## config.mk

```make
export PLATFORM = sky130hd
export DESIGN_NAME = json_string_unescape_utf8
export DESIGN_NICKNAME = d
export VERILOG_FILES = /design/src/rtl/jsu_pkg.sv /design/src/rtl/json_string_unescape_utf8.sv /design/src/rtl/jsu_step.sv
export SDC_FILE = /design/constraint.sdc
export NUM_CORES = 1
export LEC_CHECK = 0
export ABC_AREA = 1
export BUFFER_PORTS_ARGS = -buffer_cell sky130_fd_sc_hd__buf_2
export CORE_MARGIN = 2
export CORE_UTILIZATION = 45
export CTS_CLUSTER_DIAMETER = 200
export DETAILED_ROUTE_END_ITERATION = 7
export GPL_TIMING_DRIVEN = 0
export HOLD_SLACK_MARGIN = 0.03
export PLACE_DENSITY_LB_ADDON = 0.3
export SKIP_LAST_GASP = 1
export SLEW_MARGIN = 5
export SYNTH_ARGS = -nofsm -noshare
export SYNTH_HDL_FRONTEND = slang
export SYNTH_HIERARCHICAL = 1
export SYNTH_SLANG_ARGS = --single-unit
```

## constraint.sdc

```tcl
create_clock -name clk_i -period 3.3 [get_ports clk_i]
set_input_delay 0.165 -clock clk_i [delete_from_list [all_inputs] [get_ports clk_i]]
set_output_delay 0.165 -clock clk_i [all_outputs]
set_load 0.02 [all_outputs]
```

## src/rtl/jsu_pkg.sv

```systemverilog
`default_nettype none
package jsu_pkg;

  localparam int unsigned ByteW   = 8;
  localparam int unsigned NumOut  = 4;
  localparam int unsigned CountW  = 3;
  localparam int unsigned StatusW = 2;
  // byte_0..byte_3 and byte_count, padded up to whole bytes
  localparam int unsigned OutDataW = 40;
  localparam int unsigned OutUsedW = NumOut * ByteW + CountW;

  typedef enum logic [StatusW-1:0] {
    ST_DATA = 2'd0,
    ST_DONE = 2'd1,
    ST_ERR  = 2'd2
  } status_e;

  typedef struct packed {
    logic                          valid;
    logic [NumOut-1:0][ByteW-1:0]  bytes;
    logic [CountW-1:0]             count;
    status_e                       status;
  } jsu_res_t;

  // {ok, value} of an ASCII hex digit
  function automatic logic [4:0] hex_value(input logic [7:0] c);
    logic [4:0] r;
    r = '0;
    if (c inside {[8'h30:8'h39]}) begin
      r = {1'b1, c[3:0]};
    end else if (c inside {[8'h61:8'h66], [8'h41:8'h46]}) begin
      r = {1'b1, c[3:0] + 4'd9};
    end
    return r;
  endfunction

endpackage
`default_nettype wire

```

## src/rtl/json_string_unescape_utf8.sv

```systemverilog
`default_nettype none
// JSON string unescaper producing UTF-8.
// Slave stream: one raw text byte per transaction in s_axis_tdata; s_axis_tuser
// high marks end of the buffer (data byte ignored). Master stream: zero or one
// result per input transaction, carrying up to four UTF-8 bytes, their count,
// and a status in m_axis_tuser (data, string complete, malformed/truncated).
// Whitespace and the opening quote outside a string, a backslash, and the
// leading parts of \uXXXX escapes produce no result.
// A result passes through the input register and then the output register.
// Throughput: one byte per cycle while the receiver takes results, set by the single decode step
// between the input register and the result register.
// Reset clears the parser to idle (outside any string) and empties both
// registers. When the receiver stalls, the result register holds; the input
// register still takes one more byte and moves on while that byte yields no
// result, so s_axis_tready drops only when both registers are occupied.
module json_string_unescape_utf8 (
  input  wire logic                          clk_i,
  input  wire logic                          rst_ni,
  input  wire logic                          s_axis_tvalid,
  output logic                               s_axis_tready,
  input  wire logic [7:0]                    s_axis_tdata,  // [7:0] in_byte
  input  wire logic                          s_axis_tuser,  // [0] input_ends
  output logic                               m_axis_tvalid,
  input  wire logic                          m_axis_tready,
  // [7:0] byte_0, [15:8] byte_1, [23:16] byte_2, [31:24] byte_3,
  // [34:32] byte_count, [39:35] zero
  output logic [jsu_pkg::OutDataW-1:0]       m_axis_tdata,
  output logic [jsu_pkg::StatusW-1:0]        m_axis_tuser   // [1:0] status
);
  import jsu_pkg::*;

  logic       in_valid_q;
  logic [7:0] in_byte_q;
  logic       in_ends_q;
  jsu_res_t   res;
  jsu_res_t   out_q;
  logic       advance;

  assign advance = in_valid_q && (!res.valid || !out_q.valid || m_axis_tready);
  assign s_axis_tready = !in_valid_q || advance;

  jsu_step u_step (
    .clk_i        (clk_i),
    .rst_ni       (rst_ni),
    .en_i         (advance),
    .in_byte_i    (in_byte_q),
    .input_ends_i (in_ends_q),
    .res_o        (res)
  );

  always_ff @(posedge clk_i or negedge rst_ni) begin
    if (!rst_ni) begin
      in_valid_q <= 1'b0;
      in_byte_q  <= '0;
      in_ends_q  <= 1'b0;
      out_q      <= '0;
    end else begin
      if (s_axis_tready) begin
        in_valid_q <= s_axis_tvalid;
      end
      if (s_axis_tready && s_axis_tvalid) begin
        in_byte_q <= s_axis_tdata;
        in_ends_q <= s_axis_tuser;
      end
      if (advance && res.valid) begin
        out_q <= res;
      end else if (m_axis_tready) begin
        out_q.valid <= 1'b0;
      end
    end
  end

  assign m_axis_tvalid = out_q.valid;
  assign m_axis_tdata  = {(OutDataW - OutUsedW)'(0), out_q.count, out_q.bytes};
  assign m_axis_tuser  = out_q.status;

  a_ctrl_empty: assert property (@(posedge clk_i) disable iff (!rst_ni)
    (m_axis_tvalid && out_q.status != ST_DATA) |-> out_q.count == 3'd0)
    else $error("done or error result carries bytes");

  a_data_count: assert property (@(posedge clk_i) disable iff (!rst_ni)
    (m_axis_tvalid && out_q.status == ST_DATA)
      |-> (out_q.count != 3'd0 && out_q.count <= 3'd4))
    else $error("data result with bad byte count");

  a_stall_full: assert property (@(posedge clk_i) disable iff (!rst_ni)
    !s_axis_tready |-> (in_valid_q && out_q.valid && !m_axis_tready))
    else $error("input stalled while a register is free");

endmodule
`default_nettype wire

```

## src/rtl/jsu_step.sv

```systemverilog
`default_nettype none
module jsu_step (
  input  wire logic            clk_i,
  input  wire logic            rst_ni,
  input  wire logic            en_i,
  input  wire logic [7:0]      in_byte_i,
  input  wire logic            input_ends_i,
  output jsu_pkg::jsu_res_t    res_o
);
  import jsu_pkg::*;

  typedef enum logic [2:0] {
    M_IDLE = 3'd0,
    M_STR  = 3'd1,
    M_ESC  = 3'd2,
    M_HEX1 = 3'd3,
    M_BS2  = 3'd4,
    M_U2   = 3'd5,
    M_HEX2 = 3'd6
  } mode_e;

  localparam logic [7:0] ChQuote = 8'h22;
  localparam logic [7:0] ChBslash = 8'h5C;

  mode_e       mode_q, mode_d;
  logic [15:0] hex_q, hex_d;
  logic [15:0] high_q, high_d;
  logic [1:0]  cnt_q, cnt_d;

  logic [4:0]  hv;
  logic [15:0] hex_shift;
  logic [31:0] cp;
  jsu_res_t    res;

  assign hv        = hex_value(in_byte_i);
  assign hex_shift = {hex_q[11:0], hv[3:0]};
  // 32-bit wrapping pair combine; low half is not range checked
  assign cp = 32'h0001_0000 + (({16'd0, high_q} - 32'h0000_D800) << 10)
            + ({16'd0, hex_shift} - 32'h0000_DC00);

  always_comb begin
    mode_d = mode_q;
    hex_d  = hex_q;
    high_d = high_q;
    cnt_d  = cnt_q;
    res    = '0;
    res.status = ST_DATA;
    if (input_ends_i) begin
      mode_d = M_IDLE; hex_d = '0; high_d = '0; cnt_d = '0;
      res.valid = 1'b1; res.status = ST_ERR;
    end else begin
      case (mode_q)
        M_STR: begin
          if (in_byte_i == ChQuote) begin
            mode_d = M_IDLE; hex_d = '0; high_d = '0; cnt_d = '0;
            res.valid = 1'b1; res.status = ST_DONE;
          end else if (in_byte_i == ChBslash) begin
            mode_d = M_ESC;
          end else begin
            res.valid = 1'b1; res.count = 3'd1; res.bytes[0] = in_byte_i;
          end
        end
        M_ESC: begin
          mode_d = M_STR;
          res.valid = 1'b1;
          res.count = 3'd1;
          case (in_byte_i)
            8'h22, 8'h5C, 8'h2F: res.bytes[0] = in_byte_i;
            8'h6E: res.bytes[0] = 8'h0A;
            8'h74: res.bytes[0] = 8'h09;
            8'h72: res.bytes[0] = 8'h0D;
            8'h62: res.bytes[0] = 8'h08;
            8'h66: res.bytes[0] = 8'h0C;
            8'h75: begin
              mode_d = M_HEX1; hex_d = '0; cnt_d = '0;
              res = '0;
            end
            default: begin
              mode_d = M_IDLE; hex_d = '0; high_d = '0; cnt_d = '0;
              res = '0; res.valid = 1'b1; res.status = ST_ERR;
            end
          endcase
        end
        M_HEX1, M_HEX2: begin
          if (!hv[4]) begin
            mode_d = M_IDLE; hex_d = '0; high_d = '0; cnt_d = '0;
            res.valid = 1'b1; res.status = ST_ERR;
          end else if (cnt_q != 2'd3) begin
            hex_d = hex_shift;
            cnt_d = cnt_q + 2'd1;
          end else begin
            hex_d = '0;
            cnt_d = '0;
            mode_d = M_STR;
            if (mode_q == M_HEX2) begin
              high_d = '0;
              res.valid = 1'b1; res.count = 3'd4;
              res.bytes[0] = 8'hF0 | cp[25:18];
              res.bytes[1] = {2'b10, cp[17:12]};
              res.bytes[2] = {2'b10, cp[11:6]};
              res.bytes[3] = {2'b10, cp[5:0]};
            end else if (hex_shift < 16'h0080) begin
              res.valid = 1'b1; res.count = 3'd1;
              res.bytes[0] = hex_shift[7:0];
            end else if (hex_shift < 16'h0800) begin
              res.valid = 1'b1; res.count = 3'd2;
              res.bytes[0] = {3'b110, hex_shift[10:6]};
              res.bytes[1] = {2'b10, hex_shift[5:0]};
            end else if (hex_shift[15:10] == 6'b110110) begin
              // high surrogate: hold it and wait for the second escape
              high_d = hex_shift;
              mode_d = M_BS2;
            end else begin
              res.valid = 1'b1; res.count = 3'd3;
              res.bytes[0] = {4'hE, hex_shift[15:12]};
              res.bytes[1] = {2'b10, hex_shift[11:6]};
              res.bytes[2] = {2'b10, hex_shift[5:0]};
            end
          end
        end
        M_BS2, M_U2: begin
          if ((mode_q == M_BS2 && in_byte_i == ChBslash) ||
              (mode_q == M_U2 && in_byte_i == 8'h75)) begin
            if (mode_q == M_BS2) begin
              mode_d = M_U2;
            end else begin
              mode_d = M_HEX2; hex_d = '0; cnt_d = '0;
            end
          end else begin
            mode_d = M_IDLE; hex_d = '0; high_d = '0; cnt_d = '0;
            res.valid = 1'b1; res.status = ST_ERR;
          end
        end
        default: begin
          mode_d = M_IDLE;
          if (in_byte_i inside {8'h20, 8'h09, 8'h0A, 8'h0D}) begin
            // whitespace between strings
          end else if (in_byte_i == ChQuote) begin
            mode_d = M_STR; hex_d = '0; high_d = '0; cnt_d = '0;
          end else begin
            hex_d = '0; high_d = '0; cnt_d = '0;
            res.valid = 1'b1; res.status = ST_ERR;
          end
        end
      endcase
    end
  end

  always_ff @(posedge clk_i or negedge rst_ni) begin
    if (!rst_ni) begin
      mode_q <= M_IDLE;
      hex_q  <= '0;
      high_q <= '0;
      cnt_q  <= '0;
    end else if (en_i) begin
      mode_q <= mode_d;
      hex_q  <= hex_d;
      high_q <= high_d;
      cnt_q  <= cnt_d;
    end
  end

  assign res_o = res;

  a_high_held: assert property (@(posedge clk_i) disable iff (!rst_ni)
    (mode_q == M_BS2 || mode_q == M_U2 || mode_q == M_HEX2)
      |-> high_q[15:10] == 6'b110110)
    else $error("held value is not a high surrogate");

  a_cnt_only_hex: assert property (@(posedge clk_i) disable iff (!rst_ni)
    (cnt_q != 2'd0) |-> (mode_q == M_HEX1 || mode_q == M_HEX2))
    else $error("digit count outside hex escape");

  a_idle_clear: assert property (@(posedge clk_i) disable iff (!rst_ni)
    (mode_q == M_IDLE) |-> (hex_q == 16'd0 && high_q == 16'd0))
    else $error("accumulators not cleared while idle");

endmodule
`default_nettype wire

```

---- After elaboration in Yosys (flattened, before gate mapping) ----
Cells that the tools add are included.
operators by class
  equality and inequality tests ........... 32
  reductions and logical operators ........ 26
  muxes and demuxes ....................... 90
  $add $sub $neg .......................... 6
  magnitude comparators ................... 8
operators by type and width
  operator                                                                              number
  27-bit two-way mux                                                                    9
  12-bit two-way mux                                                                    17
  12-bit one-hot mux with 4 select lines                                                2
  35-bit two-way mux                                                                    2
  8-bit by 7-bit == test with 1-bit output (second input constant)                      7
  24-bit one-hot mux with 2 select lines                                                1
  8-bit one-hot mux with 6 select lines                                                 1
  36-bit two-way mux                                                                    1
  11-bit two-way mux                                                                    3
  3-bit two-way mux                                                                     11
  11-bit one-hot mux with 3 select lines                                                1
  2-bit two-way mux                                                                     14
  25-bit two-way mux                                                                    1
  8-bit by 4-bit == test with 1-bit output (second input constant)                      3
  8-bit by 6-bit == test with 1-bit output (second input constant)                      3
  17-bit by 22-bit adder with 22-bit output (first input constant)                      1
  22-bit adder                                                                          1
  19-bit two-way mux                                                                    1
  16-bit by 16-bit subtractor with 17-bit output (second input constant)                1
  8-bit by 7-bit greater-or-equal comparator with 1-bit output (second input constant)  2
  8-bit by 7-bit less-or-equal comparator with 1-bit output (second input constant)     2
  16-bit by 12-bit < comparator with 1-bit output (second input constant)               1
  16-bit by 8-bit < comparator with 1-bit output (second input constant)                1
  16-bit two-way mux                                                                    1
  36 further kinds                                                                      75
storage, ports and cells
  logic and storage cells ................. 176
  register bits after elaboration ......... 77
  input bits .............................. 13
  output and inout port bits .............. 44

---- Logic depth before layout (Yosys ltp) ----
  word-level depth ........................ 26
  mapped depth ............................ 20
  depth with buffers taken out ............ 20

---- Hierarchy ----
Netlist, hierarchy kept.
modules (own cells, without submodules)
  module                     instances  area each (µm²)  seq. area each (µm²)  cells an instance
  jsu_step                   1          3776.1           725.7                 618
  json_string_unescape_utf8  1          2028.2           1201.2                211

---- Worst setup path after synthesis ----
Ideal clock, no wire load.
  kind .................................... register -> register
  start point ............................. register u_step.hex_q[7]
  end point ............................... register out_q (netlist bit m_axis_tdata[13])
  clock period less this slack ............ 2600 ps
  path slack .............................. 700 ps
  arrival ................................. 2474 ps
  buffers on the path ..................... 0
  setup time .............................. 126 ps
  cell stages (with the launch flop) ...... 16
  cell sequence ........................... dfrtp_1 > ha_1 > nand2_1 > nand2_1 > nand3_1 > inv_1 > ha_1 > inv_1 > ha_1 > a21oi_1 > nand2_1 > or2_2 > a31oi_1 > nor2_1 > inv_1 > o21ai_0
RTL lines
  item                      RTL line                         text
  start: declaration        jsu_step.sv:26                   logic [15:0] hex_q, hex_d;
  start signal: assignment  jsu_step.sv:152                  hex_q <= '0;
  start signal: assignment  jsu_step.sv:157                  hex_q <= hex_d;
  end signal: assignment    json_string_unescape_utf8.sv:66  out_q <= res;
  end: declaration          json_string_unescape_utf8.sv:36  jsu_res_t out_q;

==> flow_metrics.tcl <==
set metrics [dict create \
    use_met2_pct 36.3 \
    clk_path_buf_depth 2 \
    wl_per_cell_um 14.5 \
    timing.final.crit_period_ns 3.06 \
    syn_avg_cell_area_um2 7.00 \
    synth_top_family_by_area "simple AND/OR/NAND/NOR gates" \
    powerDensity_mw_per_mm2 509 \
    ys_ff_latch 77 \
    area_delta_synth_final_pct 15.3 \
    status "complete, no violations" \
    vias 5545 \
    synth_fa_ha_area_share_pct 6.81 \
    critPathLaunchType "register" \
    grt_pass1_wl_um 25800 \
    hold_path.class "input pin to register" \
    setup_viol 0 \
    syn_area_mm2 0.00580 \
    peakVddDrop_mv 0.265 \
    antenna_cells 0 \
    cts_root_buf "clkbuf_16" \
    drt_wl_total_um 15600 \
    maxCapViolations 0 \
    yosysUniqueCellTypes 42 \
    grt_use_met1_pct 31.0 \
    cts_setup_buffers 0 \
    p_leak_uw 0.00329 \
    rsz0062_at_grt "yes" \
    globalplace.congestion 0.978 \
    cts-buffers-inserted 9 \
    core_mm2 0.0126 \
    portBuffers 50 \
    grtUsageMet3_pct 4.60 \
    drc 0 \
    synth.area.mux_share_pct 0 \
    worstSetupPathType "register to register" \
    dieArea_mm2 0.0138 \
    grt_pass1_vias 5296 \
    yosysWarnings 6 \
    top_usage_layer "met2" \
    finalHoldViolations 0 \
    die_y_um 118 \
    drive_gt1_share_pct 20.0 \
    dp_hpwl_um 12000 \
    cts.sinks 77 \
    final_common_cell "nand2_1" \
    worstPathRequired_ns 3.58 \
    synth-xor-area-share_pct 1.06 \
    synth_compound_gate_area_share_pct 13.2 \
    layout.nets 946 \
    drtIter0Drc 531 \
    io-pin-count 57 \
    mostFrequentLayoutCells "nand2_1 (240), inv_1 (109), nor2_1 (80)" \
    num_rows 41 \
    clkSlewWorstSetupHoldPaths_ns 0.07 \
    htreeDepth 3 \
    worstMarginPinSlew_ns 0.665 \
    finalCritPeriodShare_pct 92.7 \
    p_total_uw 3410 \
    maxSlewViolCount 0 \
    grt_use_total_pct 23.0 \
    cts_tree "yes" \
    fp.dieW_um 118 \
    antenna_found_initial 0 \
    start_util_pct 46.0 \
    yosys.area_share.simple_pct 33.3 \
    viasPerCell 5.14 \
    slew_headroom_pct 55.2 \
    ant_nets 0 \
    grt_max_degree 41 \
    first_pass_iters 5 \
    synth_cells 829 \
    placed_cells 1058 \
    ys_seq_area_share_pct 33.2 \
    overflow 0 \
    endpoint_kind "register" \
    max_freq_ghz 0.327 \
    stdcell_count 1079 \
    fin_skew_ns 0.0109 \
    clk-insertion-delay-late_ns 0.36 \
    crit_path_max_fanout 6 \
    critPathArrivalTime_ns 3.34 \
]
[worst max-delay path: stages (launching register included)]
cell     delay (ns)
dfrtp_2        0.45
inv_2          0.11
ha_1           0.33
ha_1           0.29
ha_1           0.20
inv_1          0.07
fa_1           0.40
inv_1          0.10
nand3_1        0.07
nand3_1        0.14
nand2_1        0.09
nand2_1        0.07
nand2_1        0.04
nand3_1        0.14
nand3_1        0.12
a21oi_1        0.16
inv_1          0.06
o21ai_0        0.14
[cell usage after synthesis]
master / number / area share, %
a31oi_1: 6 / 0.65
a211oi_1: 1 / 0.13
ha_1: 30 / 6.5
nor2_4: 4 / 0.78
o21bai_1: 1 / 0.13
nand3_2: 5 / 0.86
buf_6: 11 / 2.1
nand3_1: 71 / 6.1
o211ai_1: 3 / 0.39
xor2_1: 7 / 1.1
fa_1: 1 / 0.34
a22oi_1: 3 / 0.39
o21ai_2: 34 / 5.1
o21ai_1: 8 / 0.69
nor3_1: 6 / 0.52
nand3_4: 2 / 0.60
clkinv_1: 1 / 0.065
nand2_1: 240 / 16
inv_2: 8 / 0.52
buf_2: 6 / 0.52
a22o_1: 1 / 0.15
o21a_1: 2 / 0.26
o211a_1: 1 / 0.17
dfrtp_1: 77 / 33
o22ai_1: 3 / 0.32
a21oi_2: 1 / 0.15
conb_1: 2 / 0.13
nand4_1: 7 / 0.75
nor3_2: 3 / 0.52
nand3b_1: 1 / 0.13
inv_1: 110 / 7.1
buf_4: 11 / 1.4
nor2_1: 81 / 5.2
a21oi_1: 24 / 2.1
inv_6: 1 / 0.15
or2_2: 3 / 0.32
clkbuf_1: 3 / 0.19
nor4_1: 3 / 0.32
clkbuf_2: 2 / 0.17
o21ai_0: 30 / 2.6
nand2_2: 10 / 1.1
nor2_2: 5 / 0.54
[final timing paths]
check / start / cells past startpoint / slack [ns] / end
worst max-delay path: u_step/hex_q[6] / 17 / 0.24 / m_axis_tdata[1]
worst min-delay path: s_axis_tdata[7] / 3 / 0.03 / in_byte_q[7]
worst max register to register: u_step/hex_q[6] / 17 / 0.24 / m_axis_tdata[1]
worst min register to register: u_step/high_q[6] / 2 / 0.48 / u_step/high_q[6]
max in group asynchronous: rst_ni / 3 / 2.37 / m_axis_tdata[9]
min in group asynchronous: rst_ni / 2 / 0.34 / in_byte_q[0]
[timing repair]
| action | 4_1_cts | 5_1_grt |
|---|---|---|
| resized for setup | 0 | 8 |
| hold buffers | 5 | 0 |
| endpoints found under the setup margin | 0 | 30 |
| endpoints found under the hold margin | 41 | 0 |
[sequential cells by signal, summed over array words and instances (netlist names)]
signal / flops
m_axis_tdata: 35
u_step/high_q: 12
in_byte_q: 8
u_step/hex_q: 12
in_valid_q: 1
u_step/mode_q: 3
in_ends_q: 1
u_step/cnt_q: 2
m_axis_tuser: 2
m_axis_tvalid: 1
[layer usage]
layer	routed length [µm]	vias to the layer above
li1	-	2776
met1	7080	2558
met2	7090	177
met3	997	34
met4	420	0
met5	0	-
[power breakdown]
part           switching [µW]  internal, µW  total, µW
Sequential               88.6          1020       1110
Clock                     449           597       1050
Combinational             855           397       1250
[metrics by stage]
step                      setup TNS [ns]  worst slack [ns]  instance area, µm²  util [%]  hold slack (ns)
after floorplan                        0             0.700                5830         -           -0.131
after CTS                              0             0.103                6670      52.8           0.0318
after global placement                 0             0.139                6290      49.9            0.399
final                                  0             0.242                6690      53.0           0.0341
after global routing            -0.00994          -0.00994                6690      53.0           0.0519
after detailed placement               0            0.0813                6310      50.0            0.187
[area by class of cell]
type	instances	area, µm²
Sequential cell	77	1930
Fill cell	1308	5930
Clock buffer	9	225
Clock inverter	7	78.8
Timing Repair Buffer	56	323
Buffer	33	258
Multi-Input combinational cell	605	3210
Tap cell	172	215
Inverter	120	455
[logic make-up (layout without fill, tap and decap cells)]
logic type | after synthesis | count (layout)
AND/OR/NAND/NOR | 441 | 441
buffers and inverters | 153 | 225
AO/OA/AOI/OAI | 118 | 118
flip-flops | 77 | 77
adder cells (fa/ha/maj) | 31 | 31
XOR/XNOR | 7 | 7
other | 2 | 8
Note: power is estimated with default switching activity, not from simulation.
